<file path="config.mk">
export PLATFORM = sky130hd
export DESIGN_NAME = ir_frame_parser
export DESIGN_NICKNAME = d
export VERILOG_FILES = /design/src/rtl/ifp_pkg.sv /design/src/rtl/ifp_ram.sv /design/src/rtl/ifp_accum.sv /design/src/rtl/ir_frame_parser.sv
export SDC_FILE = /design/constraint.sdc
export NUM_CORES = 1
export LEC_CHECK = 0
export BUFFER_PORTS_ARGS = -buffer_cell sky130_fd_sc_hd__buf_2
export CORE_UTILIZATION = 40
export CTS_CLUSTER_DIAMETER = 30
export DETAILED_ROUTE_END_ITERATION = 7
export PLACE_DENSITY = 0.55
export REMOVE_ABC_BUFFERS = 1
export SYNTH_ARGS = -nofsm -noshare
export SYNTH_HDL_FRONTEND = slang
export SYNTH_SLANG_ARGS = --single-unit
</file>
<file path="constraint.sdc">
create_clock -name clk -period 5.6 [get_ports clk]
set_clock_uncertainty 0.15 [all_clocks]
set_input_delay 0.28 -clock clk [delete_from_list [all_inputs] [get_ports clk]]
set_output_delay 0.28 -clock clk [all_outputs]
set_load 0.05 [all_outputs]
</file>
<file path="src/rtl/ifp_pkg.sv">
package ifp_pkg;

  localparam int CHANNELS    = 2;
  localparam int SLOTS       = 9;
  localparam int SLOT_W      = 4;
  localparam int STORE_DEPTH = CHANNELS * SLOTS;
  localparam int ADDR_W      = $clog2(STORE_DEPTH);

  localparam logic [7:0] LEADER_RST  = 8'd160;
  localparam logic [7:0] MAC_RST     = 8'd96;
  localparam logic [7:0] PRESS_RST   = 8'd97;
  localparam logic [7:0] RELEASE_RST = 8'd98;
  localparam logic [7:0] ACK_RST     = 8'd99;

  localparam logic [7:0] SIG_A      = 8'h5F;
  localparam logic [7:0] SIG_B      = 8'hF6;
  localparam logic [7:0] SIG_C      = 8'h56;
  localparam logic [8:0] PAIR_TOTAL = 9'd255;

  localparam logic OP_BYTE    = 1'b0;
  localparam logic OP_TIMEOUT = 1'b1;

  localparam logic [2:0] REG_LEADER  = 3'd0;
  localparam logic [2:0] REG_MAC     = 3'd1;
  localparam logic [2:0] REG_PRESS   = 3'd2;
  localparam logic [2:0] REG_RELEASE = 3'd3;
  localparam logic [2:0] REG_ACK     = 3'd4;

  localparam logic [2:0] EV_NONE    = 3'd0;
  localparam logic [2:0] EV_SIGNAL  = 3'd1;
  localparam logic [2:0] EV_ADDR    = 3'd2;
  localparam logic [2:0] EV_PRESS   = 3'd3;
  localparam logic [2:0] EV_RELEASE = 3'd4;
  localparam logic [2:0] EV_ACK     = 3'd5;

  typedef enum logic [1:0] {
    S_IDLE,
    S_WRITE,
    S_SCAN,
    S_DONE
  } state_t;

  typedef struct packed {
    logic              clr;
    logic              take;
    logic [SLOT_W-1:0] slot;
  } acc_ctl_t;

  function automatic logic [ADDR_W-1:0] slot_addr(input logic ch,
                                                  input logic [SLOT_W-1:0] slot);
    slot_addr = ADDR_W'(ch) * ADDR_W'(SLOTS) + ADDR_W'(slot);
  endfunction

endpackage

</file>
<file path="src/rtl/ifp_ram.sv">
module ifp_ram #(
  parameter int WIDTH = 8,
  parameter int DEPTH = 18
) (
  input  logic                     clk,
  input  logic                     we,
  input  logic [$clog2(DEPTH)-1:0] waddr,
  input  logic [WIDTH-1:0]         wdata,
  input  logic [$clog2(DEPTH)-1:0] raddr,
  output logic [WIDTH-1:0]         rdata
);

  logic [WIDTH-1:0] mem [DEPTH];

  always_ff @(posedge clk) begin
    if (we) begin
      mem[waddr] <= wdata;
    end
    rdata <= mem[raddr];
  end

endmodule

</file>
<file path="src/rtl/ifp_accum.sv">
module ifp_accum (
  input  logic              clk,
  input  ifp_pkg::acc_ctl_t ctl,
  input  logic [7:0]        data,
  output logic [7:0]        b0,
  output logic [7:0]        b1,
  output logic [7:0]        b2,
  output logic [7:0]        b8,
  output logic [7:0]        sum,
  output logic [47:0]       addr
);
  import ifp_pkg::*;

  // one shared 8-bit adder walks the frame slot by slot
  always_ff @(posedge clk) begin
    if (ctl.clr) begin
      sum  <= '0;
      addr <= '0;
    end else if (ctl.take) begin
      if (ctl.slot < SLOT_W'(SLOTS - 1)) begin
        sum <= sum + data;
      end
      if (ctl.slot >= SLOT_W'(2) && ctl.slot < SLOT_W'(SLOTS - 1)) begin
        addr <= {addr[39:0], data};
      end
      case (ctl.slot)
        SLOT_W'(0):         b0 <= data;
        SLOT_W'(1):         b1 <= data;
        SLOT_W'(2):         b2 <= data;
        SLOT_W'(SLOTS - 1): b8 <= data;
        default:            ;
      endcase
    end
  end

endmodule

</file>
<file path="src/rtl/ir_frame_parser.sv">
// IR frame parser, two receive channels sharing one frame store.
// Input channel (in_valid/in_ready): op, channel, rx_byte. op 0 is a received
// byte, op 1 an idle timeout that clears both write positions.
// Output channel (out_valid/out_ready): exactly one item per input item, with
// event_res, event_channel, signal_code, address and selftest_flags.
// Configuration: cfg_we/cfg_index/cfg_data write the leader and command codes;
// write only while no item is in flight.
// Timing: a byte is stored first, then slots 0..2 are read back through the
// single RAM read port and the shared adder, one slot a cycle. A byte item
// that completes an address frame reads all 9 slots instead; a timeout skips
// the store and the scan.
// The result register frees the sequencer: the next item is accepted while a
// result waits; if the receiver stalls, the following item holds in its final
// step until the result register is taken.
// Reset: synchronous, clears positions, seen flags and store valid bits (the
// store reads as zero), and restores the register reset values.
module ir_frame_parser (
  input  logic        clk,
  input  logic        rst,
  input  logic        in_valid,
  output logic        in_ready,
  input  logic        op,
  input  logic        channel,
  input  logic [7:0]  rx_byte,
  output logic        out_valid,
  input  logic        out_ready,
  output logic [2:0]  event_res,
  output logic        event_channel,
  output logic [7:0]  signal_code,
  output logic [47:0] address,
  output logic [1:0]  selftest_flags,
  input  logic        cfg_we,
  input  logic [2:0]  cfg_index,
  input  logic [7:0]  cfg_data
);
  import ifp_pkg::*;

  state_t state, state_next;
  logic [SLOT_W-1:0] cnt, cnt_next;

  logic [7:0] leader_byte, mac_code, press_code, release_code, ack_code;
  logic [SLOT_W-1:0] write_pos [CHANNELS];
  logic [CHANNELS-1:0] seen;
  logic [STORE_DEPTH-1:0] vld;
  logic vld_rd;

  logic op_q, ch_q, in_range_q;
  logic [7:0] byte_q;
  logic [SLOT_W-1:0] pos_q, pos_cur;

  logic ram_we;
  logic [ADDR_W-1:0] ram_waddr, ram_raddr;
  logic [7:0] ram_wdata, ram_rdata, rd_data;
  logic [SLOT_W-1:0] rd_slot;

  acc_ctl_t ctl;
  logic [7:0] b0, b1, b2, b8, sum;
  logic [47:0] acc_addr;

  logic accept, done_go;
  logic [SLOT_W-1:0] pos_eff, pos_fin;
  logic is_sig, chk_ok, long_mac, set_seen, clr1, ld_rst;
  logic [2:0] ev;
  logic [7:0] sig;
  logic [47:0] adr;

  ifp_ram #(.WIDTH(8), .DEPTH(STORE_DEPTH)) u_store (
    .clk   (clk),
    .we    (ram_we),
    .waddr (ram_waddr),
    .wdata (ram_wdata),
    .raddr (ram_raddr),
    .rdata (ram_rdata)
  );

  assign rd_data = vld_rd ? ram_rdata : 8'd0;

  ifp_accum u_accum (
    .clk  (clk),
    .ctl  (ctl),
    .data (rd_data),
    .b0   (b0),
    .b1   (b1),
    .b2   (b2),
    .b8   (b8),
    .sum  (sum),
    .addr (acc_addr)
  );

  assign accept  = in_valid && in_ready;
  assign done_go = (state == S_DONE) && (!out_valid || out_ready);
  assign pos_cur = (write_pos[ch_q] >= SLOT_W'(SLOTS)) ? '0 : write_pos[ch_q];
  assign rd_slot = (cnt < SLOT_W'(SLOTS)) ? cnt : '0;
  assign ram_raddr = slot_addr(ch_q, rd_slot);

  // frame decision
  always_comb begin
    pos_eff  = (b0 == leader_byte) ? pos_q : '0;
    is_sig   = b1 inside {SIG_A, SIG_B, SIG_C};
    chk_ok   = ({1'b0, b1} + {1'b0, b2}) == PAIR_TOTAL;
    long_mac = !is_sig && (b1 == mac_code) && (pos_eff >= SLOT_W'(SLOTS));
    ev       = EV_NONE;
    sig      = 8'd0;
    adr      = 48'd0;
    pos_fin  = pos_eff;
    set_seen = 1'b0;
    clr1     = 1'b0;
    ld_rst   = 1'b0;
    if (is_sig) begin
      pos_fin  = '0;
      set_seen = 1'b1;
      ev       = EV_SIGNAL;
      sig      = b1;
      clr1     = 1'b1;
    end else if (b1 == mac_code) begin
      if (pos_eff >= SLOT_W'(SLOTS)) begin
        pos_fin = '0;
        clr1    = 1'b1;
        if (sum == b8) begin
          ev  = EV_ADDR;
          adr = acc_addr;
        end
      end
    end else if (b1 == press_code || b1 == release_code) begin
      if (pos_eff >= SLOT_W'(3)) begin
        pos_fin = '0;
        clr1    = 1'b1;
        if (chk_ok) begin
          ev     = (b1 == press_code) ? EV_PRESS : EV_RELEASE;
          ld_rst = 1'b1;
        end
      end
    end else if (b1 == ack_code) begin
      if (pos_eff >= SLOT_W'(3)) begin
        pos_fin = '0;
        clr1    = 1'b1;
        if (chk_ok) begin
          set_seen = 1'b1;
          ev       = EV_ACK;
        end
      end
    end else if (pos_eff >= SLOT_W'(2)) begin
      pos_fin = '0;
    end
  end

  // sequencer
  always_comb begin
    state_next = state;
    cnt_next   = cnt;
    in_ready   = 1'b0;
    ram_we     = 1'b0;
    ram_waddr  = slot_addr(ch_q, pos_cur);
    ram_wdata  = byte_q;
    ctl.clr    = 1'b0;
    ctl.take   = 1'b0;
    ctl.slot   = cnt - SLOT_W'(1);
    case (state)
      S_IDLE: begin
        in_ready = 1'b1;
        if (in_valid) begin
          state_next = (op == OP_BYTE && int'(channel) < CHANNELS) ? S_WRITE : S_DONE;
        end
      end
      S_WRITE: begin
        ram_we     = 1'b1;
        cnt_next   = '0;
        state_next = S_SCAN;
      end
      S_SCAN: begin
        ctl.clr  = (cnt == '0);
        ctl.take = (cnt != '0);
        cnt_next = cnt + SLOT_W'(1);
        if ((cnt == SLOT_W'(3) && !long_mac) || cnt == SLOT_W'(SLOTS)) begin
          state_next = S_DONE;
        end
      end
      S_DONE: begin
        if (done_go) begin
          state_next = S_IDLE;
          if (op_q == OP_BYTE && in_range_q && clr1) begin
            ram_we    = 1'b1;
            ram_waddr = slot_addr(ch_q, SLOT_W'(1));
            ram_wdata = 8'd0;
          end
        end
      end
      default: state_next = S_IDLE;
    endcase
  end

  always_ff @(posedge clk) begin
    if (rst) begin
      state        <= S_IDLE;
      cnt          <= '0;
      leader_byte  <= LEADER_RST;
      mac_code     <= MAC_RST;
      press_code   <= PRESS_RST;
      release_code <= RELEASE_RST;
      ack_code     <= ACK_RST;
      for (int c = 0; c < CHANNELS; c++) begin
        write_pos[c] <= '0;
      end
      seen      <= '0;
      vld       <= '0;
      out_valid <= 1'b0;
    end else begin
      state <= state_next;
      cnt   <= cnt_next;
      if (ram_we) begin
        vld[ram_waddr] <= 1'b1;
      end
      if (done_go) begin
        out_valid <= 1'b1;
        if (op_q == OP_TIMEOUT) begin
          for (int c = 0; c < CHANNELS; c++) begin
            write_pos[c] <= '0;
          end
        end else if (in_range_q) begin
          write_pos[ch_q] <= pos_fin;
          if (set_seen) begin
            seen[ch_q] <= 1'b1;
          end
          if (ld_rst) begin
            leader_byte <= LEADER_RST;
          end
        end
      end else if (out_ready) begin
        out_valid <= 1'b0;
      end
      if (cfg_we) begin
        case (cfg_index)
          REG_LEADER:  leader_byte  <= cfg_data;
          REG_MAC:     mac_code     <= cfg_data;
          REG_PRESS:   press_code   <= cfg_data;
          REG_RELEASE: release_code <= cfg_data;
          REG_ACK:     ack_code     <= cfg_data;
          default:     ;
        endcase
      end
    end
  end

  always_ff @(posedge clk) begin
    vld_rd <= vld[ram_raddr];
    if (accept) begin
      op_q       <= op;
      ch_q       <= channel;
      byte_q     <= rx_byte;
      in_range_q <= int'(channel) < CHANNELS;
    end
    if (state == S_WRITE) begin
      pos_q <= pos_cur + SLOT_W'(1);
    end
    if (done_go) begin
      if (op_q == OP_BYTE && in_range_q) begin
        event_res     <= ev;
        event_channel <= ch_q;
        signal_code   <= sig;
        address       <= adr;
      end else begin
        event_res     <= EV_NONE;
        event_channel <= (op_q == OP_TIMEOUT) ? 1'b0 : ch_q;
        signal_code   <= 8'd0;
        address       <= 48'd0;
      end
    end
  end

  assign selftest_flags = seen;

`ifndef ASSERT_OFF
  a_out_from_done: assert property (@(posedge clk) disable iff (rst)
    $rose(out_valid) |-> $past(state) == S_DONE)
    else $error("result raised outside final step");

  a_event_range: assert property (@(posedge clk) disable iff (rst)
    out_valid |-> event_res <= EV_ACK)
    else $error("event code out of range");

  a_addr_only_mac: assert property (@(posedge clk) disable iff (rst)
    (out_valid && event_res != EV_ADDR) |-> address == 48'd0)
    else $error("address on non-address event");

  a_pos_bound: assert property (@(posedge clk) disable iff (rst)
    state != S_IDLE |-> write_pos[ch_q] < SLOT_W'(SLOTS))
    else $error("write position past frame end");

  a_no_write_in_scan: assert property (@(posedge clk) disable iff (rst)
    state == S_SCAN |-> !ram_we)
    else $error("store written during scan");
`endif

endmodule

</file>
Yosys cells after proc, flatten, opt, wreduce, memory -nomap -nowiden. Memory sizes are Yosys's and may differ from the RTL's. A register that Yosys moved wholly into a read port is not among the register bits. Cells that the tools add are included.

$add $sub $neg: 8. Multiply operators: 1. Magnitude comparators: 12. Equal/unequal tests: 25. Multiplexer cells: 85. Bitwise gates (word level): 9. Reduce and logical (&&, ||, !) cells: 39.

Operators by type and width (number): 8-bit two-way mux (9); 4-bit two-way mux (13); 8-bit equality test (6); 1-bit two-way mux (39); 3-bit two-way mux (8); 18-bit bitwise OR (1); 3-bit AND reduction (6); 8-bit by 7-bit equality test with 1-bit output (second input constant) (2); 5-bit two-way mux (3); 2-bit two-way mux (7); 2-bit AND reduction (7); 4-bit by 2-bit >= comparator with 1-bit output (second input constant) (3); 5-bit by 6-bit < comparator with 1-bit output (second input constant) (2); 5-bit by 4-bit adder with 5-bit output (2); 8-bit by 8-bit adder with 9-bit output (1); 9-bit by 8-bit equality test with 1-bit output (second input constant) (1); 1-bit logical AND (9); 4-bit by 1-bit adder with 4-bit output (second input constant) (2); 8-bit adder (1); 4-bit by 2-bit equality test with 1-bit output (second input constant) (2); 4-bit equality test (second input constant) (2); 8-bit equality test (second input constant) (1); 4-bit >= comparator (second input constant) (2); 4-bit zero test (2); other kinds (33) (48).

Register bits after elaboration: 230. Bits in writable memories: 152. Output and inout bits: 64. Logic and storage cells: 207. Memories kept: 2.

Memory list: u_store.mem (words 18, width 8, read ports 1, clocked after Yosys merged registers in 1, wr ports 1, line ifp_ram.sv:13) `logic [WIDTH-1:0] mem [DEPTH];`; write_pos (words 2, width 4, read ports 1, clocked after Yosys merged registers in 1, wr ports 2, line ir_frame_parser.sv:42) `logic [SLOT_W-1:0] write_pos [CHANNELS];`.

Logic depth before layout (Yosys ltp). Gate-level depths: netlist of the first run.

Word-level depth: 17. Gate-level depth with buffers: 14.

Modules after synthesis. A second synthesis of the first run with hierarchy kept.

Cells, all modules: 1320. Area total of the unflattened synthesis: 16538.4 µm².

By module, submodules not included: ir_frame_parser (times used 1, cells an instance 700, area an instance 7348.3 µm², seq. area each 3843.7 µm²); ifp_ram (times used 1, cells an instance 292, area an instance 5889.4 µm², seq. area each 4484.3 µm²); ifp_accum (times used 1, cells an instance 328, area an instance 3300.7 µm², seq. area each 2082.0 µm²).

Least setup slack after synthesis of the first run. Ideal clock, no wire load.

Path kind: reg-to-reg. Start point: reg cnt[0]. End point: reg u_store.rdata[0], read port of u_store.mem. Setup time: 142 ps. Arrival time: 3428 ps. Data required time: 5308 ps. Setup slack: 1880 ps. Cell stages (with the launch flop): 13. Buffers on the path: 2. Period minus slack after synthesis: 3720 ps. Path through: dfxtp_1 inv_1 ha_1 inv_1 o21ai_0 and2_1 ha_1 clkbuf_1 buf_1 mux4_2 mux4_2 nand2_1 o21ai_0.

Cells in the longest elaborated chain, start to end: 3.

RTL lines: from (decl) (line ir_frame_parser.sv:39) `logic [SLOT_W-1:0] cnt, cnt_next;`; from (signal assigned) (line ir_frame_parser.sv:209) `cnt <= cnt_next;`; 4-bit < comparator (line ir_frame_parser.sv:93) `assign rd_slot = (cnt < SLOT_W'(SLOTS)) ? cnt : '0;`; 4-bit two-way mux (*) (line ir_frame_parser.sv:93); 5-bit by 4-bit adder with 5-bit output (*) (line ifp_pkg.sv:51) `slot_addr = ADDR_W'(ch) * ADDR_W'(SLOTS) + ADDR_W'(slot);`; to (decl) (line ifp_ram.sv:10) `output logic [WIDTH-1:0] rdata`.

Mark *: on every way between the ends. The rest lies on a longest branch, timed or not. A chain may end at the register's enable or synchronous reset.

==> impl_metrics.py, run 1 <==
metrics = {
    "clock_tree": {
        "insertion_delay_ns": 0.59,
        "clkTransAtPathRegs_ns": 0.05,
        "cts-root-buf": "clkbuf_16",
        "numCtsBuffers": 86,
        "numClockSinks": 391,
        "h-tree-depth": 3,
        "cts_tree": "built",
        "post-cts-setup-buffers": 0,
        "clk_path_buf_depth": 3,
    },
    "timing": {
        "tightest_slew_ns": 1.26,
        "clock.fmax_ghz": 0.216,
        "fin_crit_sh_pct": 82.6,
        "worst_slack_ns": 0.976,
        "timing.hold.ws_ns": 0.0585,
        "max_slew_margin_pct": 16.1,
        "drv_slew": 0,
        "rsz0062_at_grt": "false",
        "fin_setup_tns_ns": 0,
        "period_minus_slack_ns": 4.62,
        "setup_viol": 0,
        "finalHoldViolations": 0,
    },
    "cells_and_area": {
        "final_util_pct": 51.3,
        "drive_above_1_share_pct": 22.7,
        "layout.nets": 1453,
        "final_area_um2": 20400,
        "fin_cells": 1993,
        "diodes": 0,
        "area_delta_synth_final_pct": 26.3,
    },
    "place": {
        "post_dp_cell_area_um2": 17200,
        "gp_congestion": 0.796,
        "dp.cells": 1808,
        "pre_cts_slack_ns": 0.961,
        "hpwl_mm": 21.4,
        "port_buffers": 89,
    },
    "die": {
        "fp.dieH_um": 203,
        "die_area_um2": 41200,
        "boundaryPins": 90,
        "die_x_um": 203,
        "core_area_um2": 39800,
        "start_util_pct": 40.6,
        "fp-row-count": 73,
    },
    "global_routing": {
        "grt_pass1_vias": 10100,
        "overflow": 0,
        "top_usage_layer": "met2",
        "grt_usage_pct": 17.3,
        "grtUsageMet1_pct": 22.6,
        "grt_max_degree": 57,
        "antenna_found_initial": 0,
        "use_met3_pct": 4.03,
        "grt_use_met2_pct": 27.8,
        "grt_pass1_wl_mm": 55.3,
    },
    "run": {
        "max-cap-violations": 0,
    },
    "synth": {
        "postSynthCellCount": 1234,
        "synth_top_cell_by_area": "edfxtp_1",
        "ys_warn_count": 0,
        "synthTopCellsByCount": "edfxtp_1 (258), nand2_1 (165), dfxtp_1 (133), a21oi_1 (80), and2_1 (63)",
        "ys_seq_area_share_pct": 64.4,
        "ys_seq_elements": 391,
        "syn_area_per_cell_um2": 13.1,
        "netlist.area_leader.share_pct": 47.9,
        "synthArstFlopShare_pct": 0,
        "yosys-top-cells-area": "edfxtp_1 (48%), dfxtp_1 (16%), mux4_2 (6.1%)",
        "synth.most_common_cell": "edfxtp_1",
        "yosysUniqueCellTypes": 65,
        "syn-cell-area_um2": 16200,
        "synth_edf_count": 258,
        "synth_ff_type": "edfxtp_1",
    },
    "pwr": {
        "leakage_nw": 7.37,
        "power_mw": 9.93,
        "ir_drop_v": 0.000297,
        "p_per_area_nw_per_um2": 486,
    },
    "setup_path": {
        "worst-endpoint-required_ns": 5.65,
        "critPathSlowestCell": "xor2_1",
        "cp_slowest_stage_delay_ns": 0.90,
        "critPathArrivalTime_ns": 4.68,
        "critPathMaxFanout": 12,
        "critPathKind": "reg2reg",
        "cp-end-kind": "flop",
        "start_kind": "flop",
        "rrSetupSlack_ns": 0.98,
        "path_cells": "mux2i_1 > nand2_1 > inv_1 > ha_1 > inv_1 > or4_1 > xor2_1 > nand4b_1 > or3_1 > mux2i_1",
    },
    "run_status": {
        "status": "finished, final reports clean",
    },
    "route": {
        "dr.pass1.iters": 5,
        "wl_mm": 34.7,
        "dr_total_vias": 10000,
        "drt-wirelength-per-cell_um": 17.4,
        "ant_nets": 0,
        "remaining_drc_errors": 0,
        "via_per_inst": 5.02,
        "drt_iter0_drc": 514,
    },
    "worst_hold_path": {
        "hold_path.class": "in2reg",
    },
}
## power by group
| part | switching [mW] | total (mW) | internal [mW] |
|---|---|---|---|
| logic | 0.905 | 1.38 | 0.477 |
| registers | 0.0836 | 3.46 | 3.38 |
| clock network | 1.63 | 5.09 | 3.46 |
## per-layer routing
layer / up-vias / routed length [µm]
met2: 242 / 16200
li1: 4814 / -
met5: - / 0
met3: 80 / 1570
met1: 4870 / 16100
met4: 0 / 936
## worst paths after layout
path / from / endpoint / depth (start not counted)
worst max register to register: flop / u_store.mem[1][0]$_DFFE_PP_ / 10
worst min-delay path: rst / cnt[2]$_SDFFE_PP0P_ / 2
worst max-delay path: flop / u_store.mem[1][0]$_DFFE_PP_ / 10
worst min register to register: u_accum.addr[40]$_SDFFE_PP0P_ / u_accum.addr[40]$_SDFFE_PP0P_ / 2
## sequential cells by signal (all words and copies together), names as in the netlist, 8 cells and up, named ones only
| register | count |
|---|---|
| u_store.mem | 144 |
| address | 48 |
| u_accum.addr | 48 |
| vld | 18 |
| ack_code | 8 |
| byte_q | 8 |
| leader_byte | 8 |
| mac_code | 8 |
| press_code | 8 |
| release_code | 8 |
| signal_code | 8 |
| u_accum.b0 | 8 |
| u_accum.b1 | 8 |
| u_accum.b2 | 8 |
| u_accum.b8 | 8 |
| u_accum.sum | 8 |
| u_store.rdata | 8 |
| write_pos | 8 |
## layout by cell type (no fill, tap or decap), types with 10 or more instances in the layout
cell type,count
and2_1,63
a21oi_1,79
clkbuf_16,88
nor2_1,57
buf_4,24
xor2_1,29
ha_1,29
inv_6,10
nand2_1,165
bufinv_16,11
mux4_2,44
clkinv_2,11
nor4_1,11
edfxtp_1,258
xnor2_1,35
o21ai_0,18
inv_1,34
buf_2,89
dfxtp_1,133
nor3_1,19
mux2i_1,22
clkinv_1,11
nand2b_1,17
dlygate4sd3_1,23
nor2b_1,24
## worst max-delay path: cells and delay by family, from the launching register on
family / cells / cell delay [ns]
XOR/XNOR: 1 / 0.90
buffers and inverters: 2 / 0.13
AND/OR/NAND/NOR: 4 / 1.52
adder cells (fa/ha/maj): 1 / 0.16
flip-flops: 1 / 0.44
multiplexers: 2 / 0.92
## kinds of logic (layout without fill, tap and decap cells)
group           Yosys count  in the layout  share of synthesized area (%)
compound gates          157            157                           6.13
xor+xnor                 64             64                           3.47
fa+ha+maj                33             33                           2.65
buf+inv                  99            333                           2.66
flops                   391            391                           64.4
mux                      70             70                           7.77
simple gates            420            420                           13.0
## cell type report
class                   instances  area [µm²]
multi-input cells             744        5380
repair buffers                136         856
well taps                     525         657
fillers                      3451       19400
inverters                      35         131
clock buffers                 101        2290
clock inverters                61         697
flip-flops and latches        391       10400
## timing repair
item | CTS | global route
hold endpoints to repair | 53 | 0
hold buffers | 23 | 0
gates resized for setup | 0 | 0
Power figures use the tool's default switching activity.
==> run 2, diff against run 1 <==
Clock period 5.6 ns to 4.5 ns, I/O delays scaled along.
==> run 2 against run 1 <==
Worst hold slack about the same. First-iteration DRC count is 0.97% lower. Final cell count up 0.40%. Core utilization is 0.30 points lower. Critical path depth decreased by 2. Count of clock-buffer cells in the layout shrank 7. Sequential share of layout area increased by 0.30 points. Critical path type unchanged. Die area unchanged. Clock power increased by 15%.
==> impl_metrics.py, run 2 (synthesized netlist as in run 1, its figures left out) <==
metrics = {
    "cells_and_area": {
        "drive_above_1_share_pct": 23.4,
        "area_delta_synth_final_pct": 25.5,
        "top_regs": "u_store.mem x144, address x48, u_accum.addr x48",
        "final_common_cell": "edfxtp_1",
        "final_cell_mix": "edfxtp_1 (258), nand2_1 (165), dfxtp_1 (133), buf_2 (89), clkbuf_16 (84)",
        "diodes": 0,
        "multi_input_area_um2": 5350,
        "layout.nets": 1466,
        "final-seq-area_um2": 10400,
        "largest_register_ffs": 144,
        "fillers": 3435,
        "top_register": "u_store.mem",
    },
    "setup_path": {
        "worst-endpoint-required_ns": 4.67,
        "cp-end-kind": "flop",
        "path_cells": "xor2_1 > nor4_1 > nand2_1 > or4_4 > a311oi_2 > or3_1 > nor3_1 > buf_4",
        "critPathArrivalTime_ns": 3.92,
        "critPathSlowestCell": "or4_4",
        "start_kind": "flop",
        "cp_slowest_stage_delay_ns": 0.63,
        "rrSetupSlack_ns": 0.74,
        "cp_num_buf_inv": 1,
        "critPathKind": "reg2reg",
        "crit_family": "simple AND/OR/NAND/NOR gates",
        "critPathMaxFanout": 16,
    },
    "pwr": {
        "ir_drop_v": 0.000356,
        "p_int_mw": 8.71,
        "p_seq_share_pct": 36.1,
        "p_sw_mw": 3.19,
        "p_per_area_nw_per_um2": 586,
        "power_mw": 11.9,
        "pwr-share-clk_pct": 49.0,
        "combPwrFrac_pct": 14.9,
        "swShare_pct": 26.8,
        "leakage_nw": 7.35,
    },
    "place": {
        "hpwl_mm": 23.3,
        "gp_congestion": 0.787,
        "port_buffers": 89,
    },
    "global_routing": {
        "grt_usage_pct": 17.6,
        "grt_max_degree": 49,
        "overflow": 0,
        "grt_pass1_vias": 10000,
        "grt_pass1_wl_mm": 55.8,
        "antenna_found_initial": 1,
    },
    "route": {
        "wl_mm": 35.2,
        "dr_total_vias": 9930,
        "remaining_drc_errors": 0,
        "via_per_inst": 4.96,
        "ant_nets": 0,
        "drt_iter0_drc": 509,
        "drt-wirelength-per-cell_um": 17.6,
        "dr.pass1.iters": 6,
    },
    "clock_tree": {
        "h-tree-depth": 3,
        "insertion_delay_ns": 0.58,
        "clk_path_buf_depth": 3,
        "numCtsBuffers": 82,
        "post-cts-setup-buffers": 0,
        "cts_tree": "built",
        "cts-resized-gates": 0,
        "clkTransAtPathRegs_ns": 0.05,
        "cts-root-buf": "clkbuf_16",
        "numClockSinks": 391,
    },
    "die": {
        "fp.dieH_um": 203,
        "die_x_um": 203,
        "boundaryPins": 90,
        "start_util_pct": 40.6,
        "core_area_um2": 39800,
        "fp-row-count": 73,
        "die_area_um2": 41200,
    },
    "timing": {
        "fin_setup_tns_ns": 0,
        "fin_crit_sh_pct": 83.5,
        "tightest_slew_ns": 1.12,
        "drv_slew": 0,
        "period_minus_slack_ns": 3.76,
        "rsz0062_at_grt": "false",
        "max_slew_margin_pct": 24.6,
        "finalHoldViolations": 0,
        "clock.fmax_ghz": 0.266,
        "setup_viol": 0,
    },
    "worst_hold_path": {
        "hold_path.class": "in2reg",
    },
    "run_status": {
        "status": "finished, final reports clean",
    },
    "run": {
        "max-cap-violations": 0,
    },
}
[run 2: changes by cell type in the layout (fill, tap and decap cells not counted), moves of 3 or more]
cell	previous run	this run
clkinv_8	0	3
nor3_1	19	23
clkbuf_16	88	84
buf_4	24	42
nor3_2	4	0
clkinv_1	11	5
inv_16	3	0
clkinv_2	11	17
bufinv_16	11	7
[run 2: area by class of cell]
| class | instances | area share, % |
|---|---|---|
| clock inverters | 59 | 2.91 |
| inverters | 35 | 0.647 |
| flip-flops and latches | 391 | 51.3 |
| repair buffers | 153 | 4.88 |
| multi-input cells | 744 | 26.4 |
| well taps | 525 | 3.24 |
| clock buffers | 94 | 10.7 |
[run 2: per-layer routing]
| metal | vias up | part of all wire, % | global-route usage (%) |
|---|---|---|---|
| li1 | 4842 | - | - |
| met1 | 4802 | 47 | 23.5 |
| met2 | 219 | 47 | 28.2 |
| met3 | 67 | 4.3 | 3.68 |
| met4 | 0 | 2.3 | 6.63 |
| met5 | - | 0 | 0 |
[run 2: path summary, 6_finish.rpt]
kind	end	start	cells after the start
worst max register to register	u_store.mem[13][6]$_DFFE_PP_	u_accum.b1[7]$_DFFE_PP_	8
worst min register to register	u_accum.addr[42]$_SDFFE_PP0P_	u_accum.addr[42]$_SDFFE_PP0P_	2
worst min-delay path	release_code[0]$_SDFFE_PP0P_	cfg_index[0]	5
worst max-delay path	u_store.mem[13][6]$_DFFE_PP_	u_accum.b1[7]$_DFFE_PP_	8
[run 2: per-stage QoR]
stage,hold WS [ns],cell area [µm²],setup WS [ns],std cells,utilization [%]
2_1_floorplan,0.144,15900,0.150,1170,-
3_3_place_gp,0.252,17300,0.829,1827,43.5
3_5_place_dp,0.253,17300,0.840,1827,43.5
4_1_cts,0.0153,20300,0.814,2001,51.0
5_1_grt,0.0774,20300,0.581,2001,51.0
6_report,0.0584,20300,0.744,2001,51.0
[run 2: tightest hold or removal path, stage by stage]
cell and delay (ns):
buf_2 0.11, nand2_1 0.11, nor2_1 0.14, nand2_1 0.10, a21oi_1 0.05
[run 2: power groups by stage]
stage / Clock [mW] / Sequential (mW) / Combinational, mW
after floorplan: 0 / 4.59 / 0.974
after global placement: 0 / 4.36 / 1.77
after detailed placement: 0 / 4.36 / 1.78
after CTS: 5.95 / 4.30 / 1.80
after global routing: 6.13 / 4.32 / 1.92
final: 5.83 / 4.30 / 1.77
[run 2: timing repair]
action                                 in CTS  in global routing
hold buffers                               21                  0
setup endpoints to repair                   0                  0
endpoints found under the hold margin      53                  0
==> run 3, diff against run 2 <==
Clock period 4.5 ns to 3.8 ns, I/O delays scaled along.
==> run 3 against run 2 <==
Flip-flop and latch count stayed put. Worst hold slack lost 0.012 ns. Count of clock-buffer cells in the layout rose by 1. Maximum frequency up 7.3%. Non-clock buffer count increased by 21. Critical path depth unchanged. Die area did not move. Total power up 21%. Setup slack got worse by 0.44 ns. Core utilization increased by 0.87 points. First-iteration DRC count up 8.1%. Critical endpoint is now u_store.mem[17][0]$_DFFE_PP_.
==> impl_metrics.py, run 3 (synthesized netlist as in run 1, its figures left out) <==
metrics = {
    "setup_path": {
        "critPathMaxFanout": 18,
        "critPathArrivalTime_ns": 3.59,
        "worst-endpoint-required_ns": 3.88,
        "cp-end-kind": "flop",
        "start_kind": "flop",
        "rr_startpoint": "u_accum.b1[5]$_DFFE_PP_",
        "startpoint": "u_accum.b1[5]$_DFFE_PP_",
        "critPathKind": "reg2reg",
    },
    "cells_and_area": {
        "top_register": "u_store.mem",
        "diodes": 0,
        "final_cell_mix": "edfxtp_1 (258), nand2_1 (165), dfxtp_1 (133), buf_2 (89), clkbuf_16 (87)",
        "area_delta_synth_final_pct": 27.7,
        "final_util_pct": 51.9,
        "drive_above_1_share_pct": 24.1,
        "largest_register_ffs": 144,
        "top_regs": "u_store.mem x144, address x48, u_accum.addr x48",
        "layout.nets": 1490,
        "final_common_cell": "edfxtp_1",
    },
    "global_routing": {
        "grt_max_degree": 54,
        "grt_usage_pct": 18.0,
        "overflow": 0,
        "antenna_found_initial": 0,
        "grt_pass1_wl_mm": 57.2,
        "grt_pass1_vias": 10300,
    },
    "worst_hold_path": {
        "holdCritStartpoint": "in_valid",
        "hold_path.class": "in2reg",
    },
    "die": {
        "boundaryPins": 90,
        "core_area_um2": 39800,
        "die_area_um2": 41200,
        "die_x_um": 203,
        "start_util_pct": 40.6,
        "fp.dieH_um": 203,
        "fp-row-count": 73,
    },
    "place": {
        "gp_congestion": 0.819,
        "port_buffers": 89,
        "hpwl_mm": 23.5,
    },
    "route": {
        "drt_iter0_drc": 550,
        "drt-wirelength-per-cell_um": 17.7,
        "remaining_drc_errors": 0,
        "dr.pass1.iters": 5,
        "ant_nets": 0,
        "dr_total_vias": 10000,
        "wl_mm": 35.9,
        "via_per_inst": 4.95,
    },
    "run": {
        "max-cap-violations": 0,
    },
    "timing": {
        "max_slew_margin_pct": 26.1,
        "fin_crit_sh_pct": 92.1,
        "tightest_slew_ns": 1.11,
        "period_minus_slack_ns": 3.50,
        "rsz0062_at_grt": "false",
        "clock.fmax_ghz": 0.286,
        "drv_slew": 0,
        "finalHoldViolations": 0,
        "timing.hold.ws_ns": 0.0468,
        "setup_viol": 0,
    },
    "clock_tree": {
        "numClockSinks": 391,
        "clkTransAtPathRegs_ns": 0.05,
        "post-cts-setup-buffers": 0,
        "cts_tree": "built",
        "numCtsBuffers": 85,
        "clk_path_buf_depth": 3,
        "cts-root-buf": "clkbuf_16",
        "insertion_delay_ns": 0.59,
        "h-tree-depth": 3,
    },
    "run_status": {
        "status": "finished, final reports clean",
    },
    "pwr": {
        "leakage_nw": 7.50,
        "ir_drop_v": 0.000458,
        "p_per_area_nw_per_um2": 698,
    },
}
==> run 3: layout make-up <==
cell class,instances,area [µm²]
Fill cell,3432,19200
Sequential cell,391,10400
Multi-Input combinational cell,744,5350
Clock buffer,95,2250
Timing Repair Buffer,174,1210
Tap cell,525,657
Clock inverter,65,638
Inverter,35,131
==> run 3: path summary, 6_finish.rpt <==
path                                        end  slack, ns  depth (start not counted)
hold reg to reg   u_accum.addr[40]$_SDFFE_PP0P_       0.30                          2
setup reg to reg   u_store.mem[17][0]$_DFFE_PP_       0.30                          8
hold / removal            state[0]$_SDFFE_PP0P_       0.05                          5
setup / recovery   u_store.mem[17][0]$_DFFE_PP_       0.30                          8
==> run 3: per-stage QoR <==
stage | power (mW) | instances | TNS [ns] | setup WS, ns | instance area (µm²)
after floorplan | 6.59 | 1170 | -4.75 | -0.550 | 15900
after global placement | 7.32 | 1837 | 0 | 0.325 | 17400
after CTS | 14.6 | 2029 | 0 | 0.265 | 20700
final | 14.4 | 2029 | 0 | 0.299 | 20700
after global routing | 15.0 | 2029 | 0 | 0.0928 | 20700
after detailed placement | 7.34 | 1837 | 0 | 0.301 | 17400
==> run 3: power by group <==
group | total, mW | switching [mW] | internal (mW) | leakage [nW]
clock | 7.17 | 2.40 | 4.77 | 1.39
combinational | 2.16 | 1.37 | 0.789 | 2.66
sequential | 5.09 | 0.116 | 4.98 | 3.45
total | 14.4 | 3.89 | 10.5 | 7.50
==> run 3: what timing repair did <==
| action | in CTS | in global routing |
|---|---|---|
| hold endpoints to repair | 53 | 0 |
| resized for setup | 0 | 0 |
| hold buffers | 32 | 0 |
==> run 3: per-layer routing <==
| metal | up-vias | share of wire, % | GRT usage (%) |
|---|---|---|---|
| li1 | 4871 | - | - |
| met1 | 4857 | 46 | 23.4 |
| met2 | 235 | 47 | 29.5 |
| met3 | 72 | 4.6 | 3.85 |
| met4 | 0 | 2.4 | 6.42 |
| met5 | - | 0 | 0 |
==> run 3: critical path, cell delays in order (launching register included) <==
cell and delay [ns]:
edfxtp_1 0.53, xor2_1 0.20, nor4_1 0.32, nand2_1 0.22
or4_4 0.62, a311oi_2 0.28, buf_4 0.21, buf_4 0.20
and2b_1 0.40
